--- src/rtl/elev_pkg.sv ---
package elev_pkg;

  localparam int POSITION_BITS = 4;
  localparam int COUNT_BITS    = 8;
  localparam int CFG_BITS      = 8;
  localparam int CFG_IDX_BITS  = 2;
  localparam int ACTION_BITS   = 2;
  localparam int CALL_BITS     = 4;
  localparam int MODE_BITS     = 3;
  localparam int CMP_BITS      = (COUNT_BITS > CFG_BITS) ? COUNT_BITS : CFG_BITS;

  localparam logic [COUNT_BITS-1:0] CNT_MAX = {COUNT_BITS{1'b1}};

  localparam logic [POSITION_BITS-1:0] POS_RESET = POSITION_BITS'(2);

  localparam logic [CFG_BITS-1:0] TPHF_RESET  = CFG_BITS'(10);
  localparam logic [CFG_BITS-1:0] DOOR_RESET  = CFG_BITS'(60);
  localparam logic [CFG_BITS-1:0] FLASH_RESET = CFG_BITS'(4);

  localparam logic [CFG_IDX_BITS-1:0] CFG_IDX_TPHF  = CFG_IDX_BITS'(0);
  localparam logic [CFG_IDX_BITS-1:0] CFG_IDX_DOOR  = CFG_IDX_BITS'(1);
  localparam logic [CFG_IDX_BITS-1:0] CFG_IDX_FLASH = CFG_IDX_BITS'(2);

  localparam logic [ACTION_BITS-1:0] ACT_TICK   = ACTION_BITS'(0);
  localparam logic [ACTION_BITS-1:0] ACT_CALL   = ACTION_BITS'(1);
  localparam logic [ACTION_BITS-1:0] ACT_TOGGLE = ACTION_BITS'(2);

  localparam logic [MODE_BITS-1:0] MCODE_IDLE    = MODE_BITS'(0);
  localparam logic [MODE_BITS-1:0] MCODE_CLOSING = MODE_BITS'(1);
  localparam logic [MODE_BITS-1:0] MCODE_RUNNING = MODE_BITS'(2);
  localparam logic [MODE_BITS-1:0] MCODE_OPENING = MODE_BITS'(3);
  localparam logic [MODE_BITS-1:0] MCODE_CONFIG  = MODE_BITS'(4);

  localparam int LAMP_CLOSE = 0;
  localparam int LAMP_RUN   = 1;
  localparam int LAMP_OPEN  = 2;

  typedef enum logic [4:0] {
    MODE_IDLE    = 5'b00001,
    MODE_CLOSING = 5'b00010,
    MODE_RUNNING = 5'b00100,
    MODE_OPENING = 5'b01000,
    MODE_CONFIG  = 5'b10000
  } mode_t;

  typedef struct packed {
    logic [CFG_BITS-1:0] tphf;
    logic [CFG_BITS-1:0] door;
    logic [CFG_BITS-1:0] flash;
  } cfg_t;

  typedef struct packed {
    mode_t                   mode;
    logic [POSITION_BITS-1:0] cab;
    logic [POSITION_BITS-1:0] target;
    logic [POSITION_BITS-1:0] pending;
    logic [COUNT_BITS-1:0]    phase;
    logic [COUNT_BITS-1:0]    blink;
    logic [2:0]               lamps;
  } state_t;

  function automatic logic reached(logic [COUNT_BITS-1:0] count, logic [CFG_BITS-1:0] limit);
    return (CMP_BITS'(count) >= CMP_BITS'(limit)) || (count == CNT_MAX);
  endfunction

  function automatic logic [MODE_BITS-1:0] mode_code(mode_t m);
    logic [MODE_BITS-1:0] code;
    case (m)
      MODE_IDLE:    code = MCODE_IDLE;
      MODE_CLOSING: code = MCODE_CLOSING;
      MODE_RUNNING: code = MCODE_RUNNING;
      MODE_OPENING: code = MCODE_OPENING;
      MODE_CONFIG:  code = MCODE_CONFIG;
      default:      code = MCODE_IDLE;
    endcase
    return code;
  endfunction

endpackage

--- src/rtl/elevator_door_and_travel_controller.sv ---
// Elevator door and travel controller.
// Input channel (in_valid / in_stall): one item per event, in_action selects a
// timer tick, a floor call to in_call_position (half-floor units) or a config
// mode toggle. Result channel (out_valid / out_stall): one item per input item,
// showing mode, cab position, the three lamps and whether a call is reserved,
// all as they stand after that event.
// Configuration: cfg_we writes cfg_data to register cfg_index (0 travel ticks
// per half-floor, 1 door ticks, 2 flash ticks); other indexes are dropped.
// An accepted item is loaded into the input register; when it advances, the
// next-state logic runs into the controller state and the result register,
// which drives out_valid.
// Throughput is one item per cycle while the receiver does not stall.
// When the receiver stalls, the result register holds; the input register
// holds its item behind it and in_stall rises until the result is taken.
// Reset (rst_n low, synchronous) empties both registers, puts the cab idle at
// position 2 with lamps off and no reservation, and reloads register defaults.
module elevator_door_and_travel_controller (
  input  logic                                 clk,
  input  logic                                 rst_n,
  input  logic                                 in_valid,
  output logic                                 in_stall,
  input  logic [elev_pkg::ACTION_BITS-1:0]     in_action,
  input  logic [elev_pkg::CALL_BITS-1:0]       in_call_position,
  output logic                                 out_valid,
  input  logic                                 out_stall,
  output logic [elev_pkg::MODE_BITS-1:0]       out_mode,
  output logic [elev_pkg::POSITION_BITS-1:0]   out_position,
  output logic                                 out_closing_lamp,
  output logic                                 out_running_lamp,
  output logic                                 out_opening_lamp,
  output logic                                 out_has_reservation,
  input  logic                                 cfg_we,
  input  logic [elev_pkg::CFG_IDX_BITS-1:0]    cfg_index,
  input  logic [elev_pkg::CFG_BITS-1:0]        cfg_data
);

  elev_pkg::cfg_t   cfg;
  elev_pkg::state_t state_r;
  elev_pkg::state_t state_nxt;
  elev_pkg::state_t step_out;

  logic                                 s1_valid_r;
  logic                                 s1_valid_nxt;
  logic [elev_pkg::ACTION_BITS-1:0]     s1_action_r;
  logic [elev_pkg::POSITION_BITS-1:0]   s1_pos_r;
  logic                                 out_valid_r;
  logic                                 out_valid_nxt;
  logic [elev_pkg::MODE_BITS-1:0]       out_mode_r;
  logic [elev_pkg::POSITION_BITS-1:0]   out_position_r;
  logic [2:0]                           out_lamps_r;
  logic                                 out_resv_r;
  logic                                 advance;
  logic                                 in_accept;

  elev_cfg_regs u_cfg (
    .clk   (clk),
    .rst_n (rst_n),
    .we    (cfg_we),
    .index (cfg_index),
    .data  (cfg_data),
    .cfg   (cfg)
  );

  elev_step u_step (
    .cur    (state_r),
    .cfg    (cfg),
    .action (s1_action_r),
    .pos    (s1_pos_r),
    .nxt    (step_out)
  );

  // move the staged item into the state when the result register is free or its result is being taken
  assign advance   = s1_valid_r && (!out_valid_r || !out_stall);
  assign in_stall  = s1_valid_r && !advance;
  assign in_accept = in_valid && !in_stall;

  assign s1_valid_nxt  = in_accept || (s1_valid_r && !advance);
  assign out_valid_nxt = advance || (out_valid_r && out_stall);
  assign state_nxt     = advance ? step_out : state_r;

  always_ff @(posedge clk) begin
    if (!rst_n) begin
      s1_valid_r      <= 1'b0;
      out_valid_r     <= 1'b0;
      state_r.mode    <= elev_pkg::MODE_IDLE;
      state_r.cab     <= elev_pkg::POS_RESET;
      state_r.target  <= elev_pkg::POS_RESET;
      state_r.pending <= '0;
      state_r.phase   <= '0;
      state_r.blink   <= '0;
      state_r.lamps   <= '0;
    end else begin
      s1_valid_r  <= s1_valid_nxt;
      out_valid_r <= out_valid_nxt;
      state_r     <= state_nxt;
    end
  end

  always_ff @(posedge clk) begin
    if (in_accept) begin
      s1_action_r <= in_action;
      s1_pos_r    <= elev_pkg::POSITION_BITS'(in_call_position);
    end
    if (advance) begin
      out_mode_r     <= elev_pkg::mode_code(step_out.mode);
      out_position_r <= step_out.cab;
      out_lamps_r    <= step_out.lamps;
      out_resv_r     <= (step_out.pending != '0);
    end
  end

  assign out_valid           = out_valid_r;
  assign out_mode            = out_mode_r;
  assign out_position        = out_position_r;
  assign out_closing_lamp    = out_lamps_r[elev_pkg::LAMP_CLOSE];
  assign out_running_lamp    = out_lamps_r[elev_pkg::LAMP_RUN];
  assign out_opening_lamp    = out_lamps_r[elev_pkg::LAMP_OPEN];
  assign out_has_reservation = out_resv_r;

  a_hold_state: assert property (@(posedge clk) disable iff (!rst_n)
    !advance |=> $stable(state_r))
    else $error("controller state changed without an item");

  a_result_loaded: assert property (@(posedge clk) disable iff (!rst_n)
    advance |=> out_valid_r)
    else $error("item advanced but no result is held");

  a_stall_cause: assert property (@(posedge clk) disable iff (!rst_n)
    in_stall |-> (s1_valid_r && out_valid_r && out_stall))
    else $error("input stalled without a blocked result");

  a_close_lamp: assert property (@(posedge clk) disable iff (!rst_n)
    state_r.lamps[elev_pkg::LAMP_CLOSE] |-> (state_r.mode == elev_pkg::MODE_CLOSING))
    else $error("closing lamp lit outside door closing");

  a_open_lamp: assert property (@(posedge clk) disable iff (!rst_n)
    state_r.lamps[elev_pkg::LAMP_OPEN] |-> (state_r.mode == elev_pkg::MODE_OPENING))
    else $error("opening lamp lit outside door opening");

endmodule

--- src/rtl/elev_cfg_regs.sv ---
module elev_cfg_regs (
  input  logic                             clk,
  input  logic                             rst_n,
  input  logic                             we,
  input  logic [elev_pkg::CFG_IDX_BITS-1:0] index,
  input  logic [elev_pkg::CFG_BITS-1:0]     data,
  output elev_pkg::cfg_t                   cfg
);

  elev_pkg::cfg_t cfg_r;
  elev_pkg::cfg_t cfg_nxt;

  always_comb begin
    cfg_nxt = cfg_r;
    if (we) begin
      case (index)
        elev_pkg::CFG_IDX_TPHF:  cfg_nxt.tphf  = data;
        elev_pkg::CFG_IDX_DOOR:  cfg_nxt.door  = data;
        elev_pkg::CFG_IDX_FLASH: cfg_nxt.flash = data;
        default: ;
      endcase
    end
  end

  always_ff @(posedge clk) begin
    if (!rst_n) begin
      cfg_r.tphf  <= elev_pkg::TPHF_RESET;
      cfg_r.door  <= elev_pkg::DOOR_RESET;
      cfg_r.flash <= elev_pkg::FLASH_RESET;
    end else begin
      cfg_r <= cfg_nxt;
    end
  end

  assign cfg = cfg_r;

endmodule

--- src/rtl/elev_step.sv ---
module elev_step (
  input  elev_pkg::state_t                   cur,
  input  elev_pkg::cfg_t                     cfg,
  input  logic [elev_pkg::ACTION_BITS-1:0]   action,
  input  logic [elev_pkg::POSITION_BITS-1:0] pos,
  output elev_pkg::state_t                   nxt
);

  logic [elev_pkg::COUNT_BITS-1:0] phase_inc;
  logic [elev_pkg::COUNT_BITS-1:0] blink_inc;

  assign phase_inc = (cur.phase == elev_pkg::CNT_MAX) ? cur.phase
                     : elev_pkg::COUNT_BITS'(cur.phase + 1'b1);
  assign blink_inc = (cur.blink == elev_pkg::CNT_MAX) ? cur.blink
                     : elev_pkg::COUNT_BITS'(cur.blink + 1'b1);

  always_comb begin
    nxt = cur;
    case (action)
      elev_pkg::ACT_TICK: begin
        nxt.phase = phase_inc;
        nxt.blink = blink_inc;
        case (cur.mode)
          elev_pkg::MODE_CLOSING: begin
            if (elev_pkg::reached(blink_inc, cfg.flash)) begin
              nxt.lamps[elev_pkg::LAMP_CLOSE] = ~cur.lamps[elev_pkg::LAMP_CLOSE];
              nxt.blink = '0;
            end
            if (elev_pkg::reached(phase_inc, cfg.door)) begin
              nxt.phase = '0;
              nxt.blink = '0;
              nxt.lamps[elev_pkg::LAMP_CLOSE] = 1'b0;
              nxt.mode = elev_pkg::MODE_RUNNING;
            end
          end
          elev_pkg::MODE_RUNNING: begin
            if (elev_pkg::reached(blink_inc, cfg.flash)) begin
              nxt.lamps[elev_pkg::LAMP_RUN] = ~cur.lamps[elev_pkg::LAMP_RUN];
              nxt.blink = '0;
            end
            if (elev_pkg::reached(phase_inc, cfg.tphf)) begin
              nxt.phase = '0;
              nxt.blink = '0;
              if (cur.cab == cur.target) begin
                // arrival clears the opening lamp; the running lamp is not cleared
                nxt.lamps[elev_pkg::LAMP_OPEN] = 1'b0;
                nxt.mode = elev_pkg::MODE_OPENING;
              end else if (cur.cab > cur.target) begin
                nxt.cab = elev_pkg::POSITION_BITS'(cur.cab - 1'b1);
              end else begin
                nxt.cab = elev_pkg::POSITION_BITS'(cur.cab + 1'b1);
              end
            end
          end
          elev_pkg::MODE_OPENING: begin
            if (elev_pkg::reached(blink_inc, cfg.flash)) begin
              nxt.lamps[elev_pkg::LAMP_OPEN] = ~cur.lamps[elev_pkg::LAMP_OPEN];
              nxt.blink = '0;
            end
            if (elev_pkg::reached(phase_inc, cfg.door)) begin
              nxt.phase = '0;
              nxt.blink = '0;
              nxt.lamps[elev_pkg::LAMP_OPEN] = 1'b0;
              nxt.mode = elev_pkg::MODE_IDLE;
              // serve the reserved call from idle
              if (cur.pending != '0) begin
                nxt.pending = '0;
                if (cur.pending != cur.cab) begin
                  nxt.target = cur.pending;
                  nxt.mode = elev_pkg::MODE_CLOSING;
                end
              end
            end
          end
          default: ;
        endcase
      end
      elev_pkg::ACT_CALL: begin
        if (cur.mode == elev_pkg::MODE_IDLE) begin
          if (pos != cur.cab) begin
            nxt.target = pos;
            nxt.phase = '0;
            nxt.blink = '0;
            nxt.mode = elev_pkg::MODE_CLOSING;
          end
        end else if (cur.mode != elev_pkg::MODE_CONFIG) begin
          nxt.pending = pos;
        end
      end
      elev_pkg::ACT_TOGGLE: begin
        if (cur.mode == elev_pkg::MODE_IDLE) begin
          nxt.mode = elev_pkg::MODE_CONFIG;
        end else if (cur.mode == elev_pkg::MODE_CONFIG) begin
          nxt.mode = elev_pkg::MODE_IDLE;
        end
      end
      default: ;
    endcase
  end

endmodule
--- config.mk ---
export PLATFORM = sky130hd
export DESIGN_NAME = elevator_door_and_travel_controller
export DESIGN_NICKNAME = d
export VERILOG_FILES = /design/src/rtl/elev_pkg.sv /design/src/rtl/elevator_door_and_travel_controller.sv /design/src/rtl/elev_cfg_regs.sv /design/src/rtl/elev_step.sv
export SDC_FILE = /design/constraint.sdc
export NUM_CORES = 1
export LEC_CHECK = 0
export ABC_CLOCK_PERIOD_IN_PS = 6700
export BUFFER_PORTS_ARGS = -buffer_cell sky130_fd_sc_hd__buf_4
export CAP_MARGIN = 20
export CORE_UTILIZATION = 65
export CTS_CLUSTER_SIZE = 8
export DETAILED_ROUTE_END_ITERATION = 7
export PLACE_DENSITY = 0.86
export SYNTH_ARGS = -nofsm -noshare
export SYNTH_HDL_FRONTEND = slang
export SYNTH_SLANG_ARGS = --single-unit
--- constraint.sdc ---
create_clock -name clk -period 6.7 [get_ports clk]
set_clock_uncertainty 0.2 [all_clocks]
set_input_delay 1.34 -clock clk [delete_from_list [all_inputs] [get_ports clk]]
set_output_delay 1.34 -clock clk [all_outputs]
set_load 0.1 [all_outputs]
### Word-level counts from Yosys, hierarchy flattened

Index checks and enable logic that the tools add are counted.

* register bits: 79
* bits of input ports: 21
* logic and storage cells: 123

* bitwise logic cells: 3
* reduce and logical (&&, ||, !) cells: 24
* $add $sub $neg: 4
* order comparisons: 4
* multiplexer cells: 43
* equality and inequality tests: 27

Operator list (number)
* $mux 16: 3
* $pmux 16 s3: 1
* $pmux 24 s2: 1
* $mux 8: 5
* $mux 4: 9
* $mux 5: 7
* $eq 8x8->1 const B: 4
* $pmux 5 s3: 2
* $mux 25: 1
* $ge 8x8->1: 3
* $mux 9: 2
* $mux 17: 1
* $add 8x1->8 const B: 2
* $pmux 3 s4: 1
* $eq 5x2->1 const B: 2
* $eq 5x3->1 const B: 2
* $eq 5x4->1 const B: 2
* $eq 5x5->1 const B: 2
* $ne 2x1->1 const B: 5
* $ne 4x4->1: 2
* $reduce_and 8->1: 1
* $reduce_bool 4->1: 2
* $logic_or 1x1->1: 6
* $mux 1: 6
* other kinds (19): 33

### Longest topological paths before layout

Gate-level depths: netlist (run 1).

* word-level depth: 9
* gate-level depth with buffers: 16

### Cells and area by module

Synthesis (run 1) repeated with hierarchy kept, for this count alone.

* cell total of the unflattened synthesis: 612
* area, all modules: 5261.3 um^2

By module, submodules not included
* elev_step: seq. area each 0.0 um^2, instances 1, cells an instance 329, area each 2180.8 um^2
* elevator_door_and_travel_controller: seq. area each 1271.2 um^2, instances 1, cells an instance 188, area each 2120.8 um^2
* elev_cfg_regs: seq. area each 480.5 um^2, instances 1, cells an instance 95, area each 959.7 um^2

### Least setup slack after synthesis (run 1)

Ideal clock, no wire load.

* kind: input -> output
* start point: in out_stall
* end point: out in_stall
* slack: 3.021 ns
* arrival: 2.139 ns
* stages on the path: 1
* path buffers: 0
* cell sequence: and3_1

* word-level cells in the longest chain between the ends: 5

RTL lines
* from (decl): line elevator_door_and_travel_controller.sv:25 `input logic out_stall,`
* $logic_not 1->1: line elevator_door_and_travel_controller.sv:73 `assign advance = s1_valid_r && (!out_valid_r || !out_stall);`
* $logic_or 1x1->1: line elevator_door_and_travel_controller.sv:73
* $logic_and 1x1->1: line elevator_door_and_travel_controller.sv:73
* $logic_not 1->1: line elevator_door_and_travel_controller.sv:74 `assign in_stall = s1_valid_r && !advance;`
* $logic_and 1x1->1: line elevator_door_and_travel_controller.sv:74
* to (decl): line elevator_door_and_travel_controller.sv:21 `output logic in_stall,`

Every way passes these cells.

### Worst setup path after layout (run 1)

* start point: reg state_r[11] (netlist name)
* end point: reg state_r[3] (netlist name)

* word-level cells in the longest chain between the ends: 7
* elaborated cells on any way between the ends: 13

RTL lines
* from (decl): line elevator_door_and_travel_controller.sv:38 `elev_pkg::state_t state_r;`
* from (signal assigned): line elevator_door_and_travel_controller.sv:95 `state_r <= state_nxt;`
* $add 8x1->8 or $eq 8x8->1 (tied branches): line elev_step.sv:13, elev_step.sv:12
* $mux 8 *: line elev_step.sv:12 `assign phase_inc = (cur.phase == elev_pkg::CNT_MAX) ? cur.phase`
* $ge 8x8->1 or $eq 8x8->1 (tied branches): line elev_pkg.sv:63 `return (CMP_BITS'(count) >= CMP_BITS'(limit)) || (count == CNT_MAX);`
* $logic_or 1x1->1: line elev_pkg.sv:63
* $mux 25, or another cell as far along: line elev_step.sv:60 `if (elev_pkg::reached(phase_inc, cfg.door)) begin`
* $pmux 16 s3 *: line elev_step.sv:23 `case (cur.mode)`
* $pmux 24 s2 *: line elev_step.sv:19 `case (action)`

Mark *: on every way between the ends. The rest lies on a longest branch, timed or not. The select of a mux whose other input is x is not followed.
A chain may end at the register's enable or synchronous reset.

==> results of run 1 <==
[flip-flops by register name, summed over array words and instances (netlist names)]
register / cells
s1_valid_r: 1
s1_pos_r: 4
out_lamps_r: 3
out_valid: 1
s1_action_r: 2
out_mode: 3
out_has_reservation: 1
u_cfg.cfg: 24
out_position: 4
state_r: 36
[critical path, cell delays in order (launching register included)]
cell     delay (ns)
dfxtp_1        0.46
ha_1           0.26
nand2_2        0.12
nor3_4         0.34
nor3_1         0.08
a21oi_1        0.26
ha_1           0.30
and4_1         0.23
a221o_1        0.36
a21oi_1        0.41
nand3_1        0.17
a31oi_1        0.76
and3_1         0.46
a22o_1         0.19
[power breakdown]
part           internal, mW  switching, mW  total (mW)
sequential            0.502         0.0151       0.517
clock                 0.176          0.168       0.343
combinational        0.0490         0.0907       0.140
[synthesized netlist by cell type (3+ instances only)]
cell      count  area, um2
edfxtp_1     17        510
a21oi_1      31        155
ha_1         32        400
nor2b_1       7       43.8
xor2_1        4       35.0
o31ai_1       3       22.5
nand2b_1      7       43.8
nor2_1       71        267
clkbuf_1     19       71.3
o21ai_1       8       40.0
a41oi_1       3       26.3
nand4_1       5       31.3
a22oi_1      12       90.1
nand3b_1      5       37.5
nand3_1      16       80.1
nand4b_1      3       26.3
nor3_1        8       40.0
mux2i_1      21        210
inv_1        31        116
o21ai_0      17       85.1
and2_1        4       25.0
nor3b_1       3       22.5
a22o_1       11       96.3
a211oi_1      7       52.6
a21o_1        3       22.5
mux2_2        3       33.8
nand2_1      47        176
o21a_1        4       30.0
and3_1        7       43.8
or3_1         3       18.8
a31oi_1       6       37.5
dfxtp_1      62       1240
o211ai_1      7       52.6
xnor2_1      14        123
[per-stage QoR]
stage / instance area, um2 / setup slack [ns]
final: 5180 / 2.05
after global routing: 5180 / 1.72
after CTS: 5180 / 2.16
after detailed placement: 4980 / 2.19
after global placement: 4980 / 2.31
after floorplan: 4700 / 3.02
[routing by layer]
layer | GRT usage (%) | vias up | share of wire [%] | routed length [um]
li1 | - | 1998 | - | -
met1 | 37.5 | 1890 | 47 | 4820
met2 | 49.0 | 126 | 47 | 4820
met3 | 6.35 | 12 | 5.3 | 547
met4 | 10.0 | 0 | 1.1 | 115
met5 | 0 | - | 0 | 0
[worst paths after layout]
kind | slack [ns] | cells past startpoint | to
setup reg to reg | 2.05 | 13 | state_r[3]$_SDFFE_PN0P_
hold reg to reg | 0.27 | 2 | state_r[25]$_SDFFE_PN0P_
hold / removal | 0.27 | 2 | state_r[25]$_SDFFE_PN0P_
setup / recovery | 2.05 | 13 | state_r[3]$_SDFFE_PN0P_
[cells by family after synthesis]
family                     after synthesis  share of synthesized area, %
and+or+nand+nor                        200                          21.0
AOI/OAI and AO/OA                      133                          19.6
DFF                                     79                          37.3
buffers and inverters                   55                          4.58
adders and majority gates               33                          8.95
muxes                                   24                          5.19
xor gates and xnor gates                18                          3.36
[area by class of cell]
type	instances	area, um2	share of cell area, %
Clock buffer	13	180	3.48
Clock inverter	2	13.8	0.266
Inverter	32	120	2.32
Multi-Input combinational cell	408	2730	52.7
Sequential cell	79	1750	33.8
Tap cell	96	120	2.32
Timing Repair Buffer	35	263	5.07
==> results.tsv, run 1 <==
stage	metric	value	unit
synthesis	yosysWarnings	0	
hold_path	min_path_type	register to register	
route	routedWlPerCell	15.5	um
floorplan	row_count	30	
setup_path	worstPathArrival	4.75	ns
placed_design	hpwlAfterDp	7500	um
timing	rsz0062_at_grt	false	
route	first_pass_iters	5	
setup_path	path_class	register to register	
synthesis	synth-edff-count	17	
power	cellPowerDensity	193	mW/mm2
final_layout	num-nets-final	619	
power	vdd_drop_max	0.166	mV
timing	finalCriticalPeriod	4.65	ns
floorplan	start_util	68.4	%
floorplan	die_y	87.0	um
timing	max_freq	0.215	GHz
route	wl	10300	um
placed_design	gp_congestion	0.925	
route	drcViolationCount	0	
clocking	numCtsBuffers	9	
route	drtIter0Drc	229	
timing	worstMarginPinSlew	1.02	ns
timing	finalSetupViolCount	0	
timing	maxSlewViolCount	0	
synthesis	ys_ff_latch	79	
clocking	post-cts-setup-buffers	0	
setup_path	required	6.80	ns
final_layout	post-route-util	75.4	%
timing	min_period_over_period	69.5	%
clocking	worstSkewPairLatency	0.36	ns
final_layout	n_fill_cell	495	
clocking	path_clk_slew	0.08	ns
timing	setup_tns	0	ns
timing	relSlewSlack	31.5	%
clocking	cts_resized	0	
synthesis	syn_area	0.00470	mm2
synthesis	yosys_most_used_dff	dfxtp_1	
clocking	cts_root_buf	clkbuf_8	
final_layout	drive_gt1_share	11.6	%
setup_path	critPathLaunchType	register	
timing	hold_viol	0	
placed_design	dp.cells	650	
route	via_count	4026	
synthesis	postSynthAreaPerCell	8.67	um2
synthesis	yosysUniqueCellTypes	67	
placed_design	port_buffers	33	
final_layout	final_cell_mix	nor2_1, dfxtp_1, nand2_1, buf_4, ha_1	
grt	grt_overflow	0	
final_layout	layout_commonest_cell	nor2_1	
clocking	cts_tree	yes	
floorplan	pin_count	34	
grt	grt_pass1_vias	3797	
final_layout	num_antenna_cells	0	
synthesis	ys_seq_area_share	37.3	%
synthesis	async_flop_share	0	%
grt	antenna_found_initial	0	
timing	holdWs	0.270	ns
clocking	htreeDepth	3	
clocking	holdBufCountCts	0	
clocking	cts_sinks	79	
final_layout	synthToLayoutAreaGrowth	10.3	%
flow_run	max-cap-violations	0	
setup_path	reg2reg_from	state_r[11]$_SDFFE_PN0P_	
synthesis	syn-num-nets	596	
route	postRouteAntennaNets	0	
setup_path	cp_max_fo	11	
synthesis	synth_cells	542	
floorplan	fp.dieArea	0.00757	mm2
floorplan	core_area	0.00687	mm2
power	p_leak	2.17	nW
run_status	status	finished clean	
clocking	clockBufferDepth	2	
route	via_per_inst	6.05	
hold_path	hp-start	state_r[25]$_SDFFE_PN0P_	
grt	grt_pass1_wl	17200	um
floorplan	die_x	87.0	um
grt	grt_max_degree	41	
setup_path	cp-end-kind	register	
final_layout	fin_cells	665	
power	power.total	1.00	mW
setup_path	setup.worst_path.start	state_r[11]$_SDFFE_PN0P_	
grt	grt_use_total	29.3	%
(Power assumes the default switching activity.)
==> inputs of run 2 (changes only) <==
ABC_CLOCK_PERIOD_IN_PS = 4500   (was 6700)
CORE_UTILIZATION = 61   (was 65)
PLACE_DENSITY = 0.82   (was 0.86)
clock period = 4.5 ns   (was 6.7 ns; I/O delays follow)
==> run 2 against run 1 <==
  * Cell area up 0.51%
  * Flip-flop and latch count unchanged
  * Count of clock-buffer cells in the layout down 4
  * Critical path type unchanged
  * Largest power group unchanged
==> results.tsv, run 2 (synthesized netlist as in run 1, its figures left out) <==
stage	metric	value	unit	change
timing	rsz0062_at_grt	false		
route	drcViolationCount	0		unchanged
timing	hold_viol	0		unchanged
clocking	cts_tree	yes		
grt	grt_max_degree	41		unchanged
floorplan	fp.dieArea	0.00806	mm2	+6.4%
timing	min_period_over_period	90.6	%	+21 points
final_layout	drive_gt1_share	12.4	%	+0.79 points
timing	max_freq	0.245	GHz	+14%
route	drtIter0Drc	261		+14%
grt	grt_use_total	26.9	%	-2.4 points
floorplan	die_y	89.8	um	+3.2%
final_layout	final_cell_mix	nor2_1, dfxtp_1, nand2_1, buf_4, ha_1		
clocking	htreeDepth	3		unchanged
final_layout	fin_cells	672		+1.1%
setup_path	cp_cell_sequence	ha_1, nand2_2, nor3_4, nor3_1, a21oi_1, ha_1, and4_1, a221o_1, a21oi_1, nand3_1, a31oi_1, o21ai_2, nor4_2		
clocking	post-cts-setup-buffers	0		unchanged
clocking	cts_resized	0		unchanged
route	first_pass_iters	5		unchanged
power	p_leak	2.18	nW	+0.88%
setup_path	worstPathArrival	4.06	ns	-0.69 ns
floorplan	row_count	31		+3.3%
setup_path	cp_max_fo	7		-4
setup_path	critPathLaunchType	register		
timing	finalSetupViolCount	0		unchanged
timing	relSlewSlack	56.4	%	+25 points
placed_design	dp.cells	656		+0.92%
timing	worstMarginPinSlew	0.652	ns	-0.371 ns
setup_path	cp-end-kind	register		
timing	maxSlewViolCount	0		unchanged
final_layout	largest_reg_flops	36		unchanged
hold_path	min_path_type	register to register		
final_layout	largest_register	state_r		
power	vdd_drop_max	0.193	mV	+16%
clocking	clockBufferDepth	2		unchanged
clocking	worstSkewPairLatency	0.36	ns	about the same
route	postRouteAntennaNets	0		unchanged
setup_path	slowest_stage	dfxtp_1		
clocking	cts_sinks	79		unchanged
final_layout	num_antenna_cells	0		unchanged
floorplan	die_x	89.8	um	+3.2%
final_layout	layout_commonest_cell	nor2_1		
clocking	cts_root_buf	clkbuf_8		
clocking	holdBufCountCts	0		unchanged
final_layout	seqCellArea	0.00175	mm2	unchanged
grt	antenna_found_initial	0		unchanged
run_status	status	finished clean		
final_layout	num-nets-final	622		+0.48%
floorplan	core_area	0.00733	mm2	+6.7%
placed_design	place_area	0.00501	mm2	+0.53%
grt	grt_pass1_vias	3796		-0.026%
final_layout	synthToLayoutAreaGrowth	10.8	%	
flow_run	max-cap-violations	0		unchanged
timing	finalCriticalPeriod	4.08	ns	-0.579 ns
final_layout	n_fill_cell	555		+12%
route	routedWlPerCell	15.5	um	-0.24%
timing	setup_tns	0	ns	unchanged
route	wl	10400	um	+0.81%
grt	grt_overflow	0		unchanged
setup_path	path_class	register to register		
clocking	numCtsBuffers	9		unchanged
power	cellPowerDensity	290	mW/mm2	+50%
route	via_count	4030		+0.099%
floorplan	pin_count	34		unchanged
placed_design	hpwlAfterDp	7660	um	+2.2%
setup_path	crit_path_max_incr_delay	0.47	ns	-0.29 ns
route	via_per_inst	6.00		-0.94%
placed_design	gp_congestion	0.939		+1.5%
clocking	path_clk_slew	0.09	ns	about the same
setup_path	required	4.49	ns	-2.31 ns
floorplan	start_util	64.1	%	-4.3 points
final_layout	post-route-util	71.0	%	-4.4 points
placed_design	port_buffers	33		unchanged
grt	grt_pass1_wl	17500	um	+1.6%
final_layout	multiInputGateArea	0.00273	mm2	unchanged
final_layout	final_area	0.00520	mm2	+0.51%
[run 2: area by class of cell]
cell class	instances	area share [%]
clock buffers	9	2.38
multi-input cells	408	52.5
flip-flops and latches	79	33.7
well taps	99	2.38
inverters	32	2.31
clock inverters	7	1.35
repair buffers	38	5.48
[run 2: critical path, delay by kind of cell, from the launching register on]
family / cells / cell delay (ns)
DFF: 1 / 0.47
and+or+nand+nor: 6 / 1.20
AOI/OAI and AO/OA: 5 / 1.49
adders and majority gates: 2 / 0.54
[run 2: path summary, 6_finish.rpt]
kind	start	depth (start not counted)	slack, ns	end
setup reg to reg	state_r[11]$_SDFFE_PN0P_	13	0.42	out_mode[2]$_DFFE_PP_
hold reg to reg	state_r[26]$_SDFFE_PN0P_	2	0.27	state_r[26]$_SDFFE_PN0P_
hold / removal	state_r[26]$_SDFFE_PN0P_	2	0.27	state_r[26]$_SDFFE_PN0P_
setup / recovery	state_r[11]$_SDFFE_PN0P_	13	0.42	out_mode[2]$_DFFE_PP_
[run 2: power breakdown]
part | internal [mW] | switching, mW | total, mW
combinational | 0.0744 | 0.135 | 0.210
clock | 0.258 | 0.275 | 0.533
sequential | 0.747 | 0.0203 | 0.767
[run 2: routing by layer]
layer | vias to the layer above | part of all wire [%] | global-route usage (%)
li1 | 2007 | - | -
met1 | 1853 | 46 | 35.0
met2 | 144 | 46 | 43.3
met5 | - | 0 | 0
met4 | 0 | 2.3 | 12.2
met3 | 26 | 5.6 | 5.33
[run 2: through the flow]
step,total power [mW],hold WS (ns),setup slack (ns)
6_report,1.51,0.266,0.425
5_1_grt,1.57,0.288,0.219
4_1_cts,1.52,0.269,0.472
3_5_place_dp,0.991,0.257,0.514
3_3_place_gp,0.983,0.253,0.686
2_1_floorplan,0.933,0.238,0.946
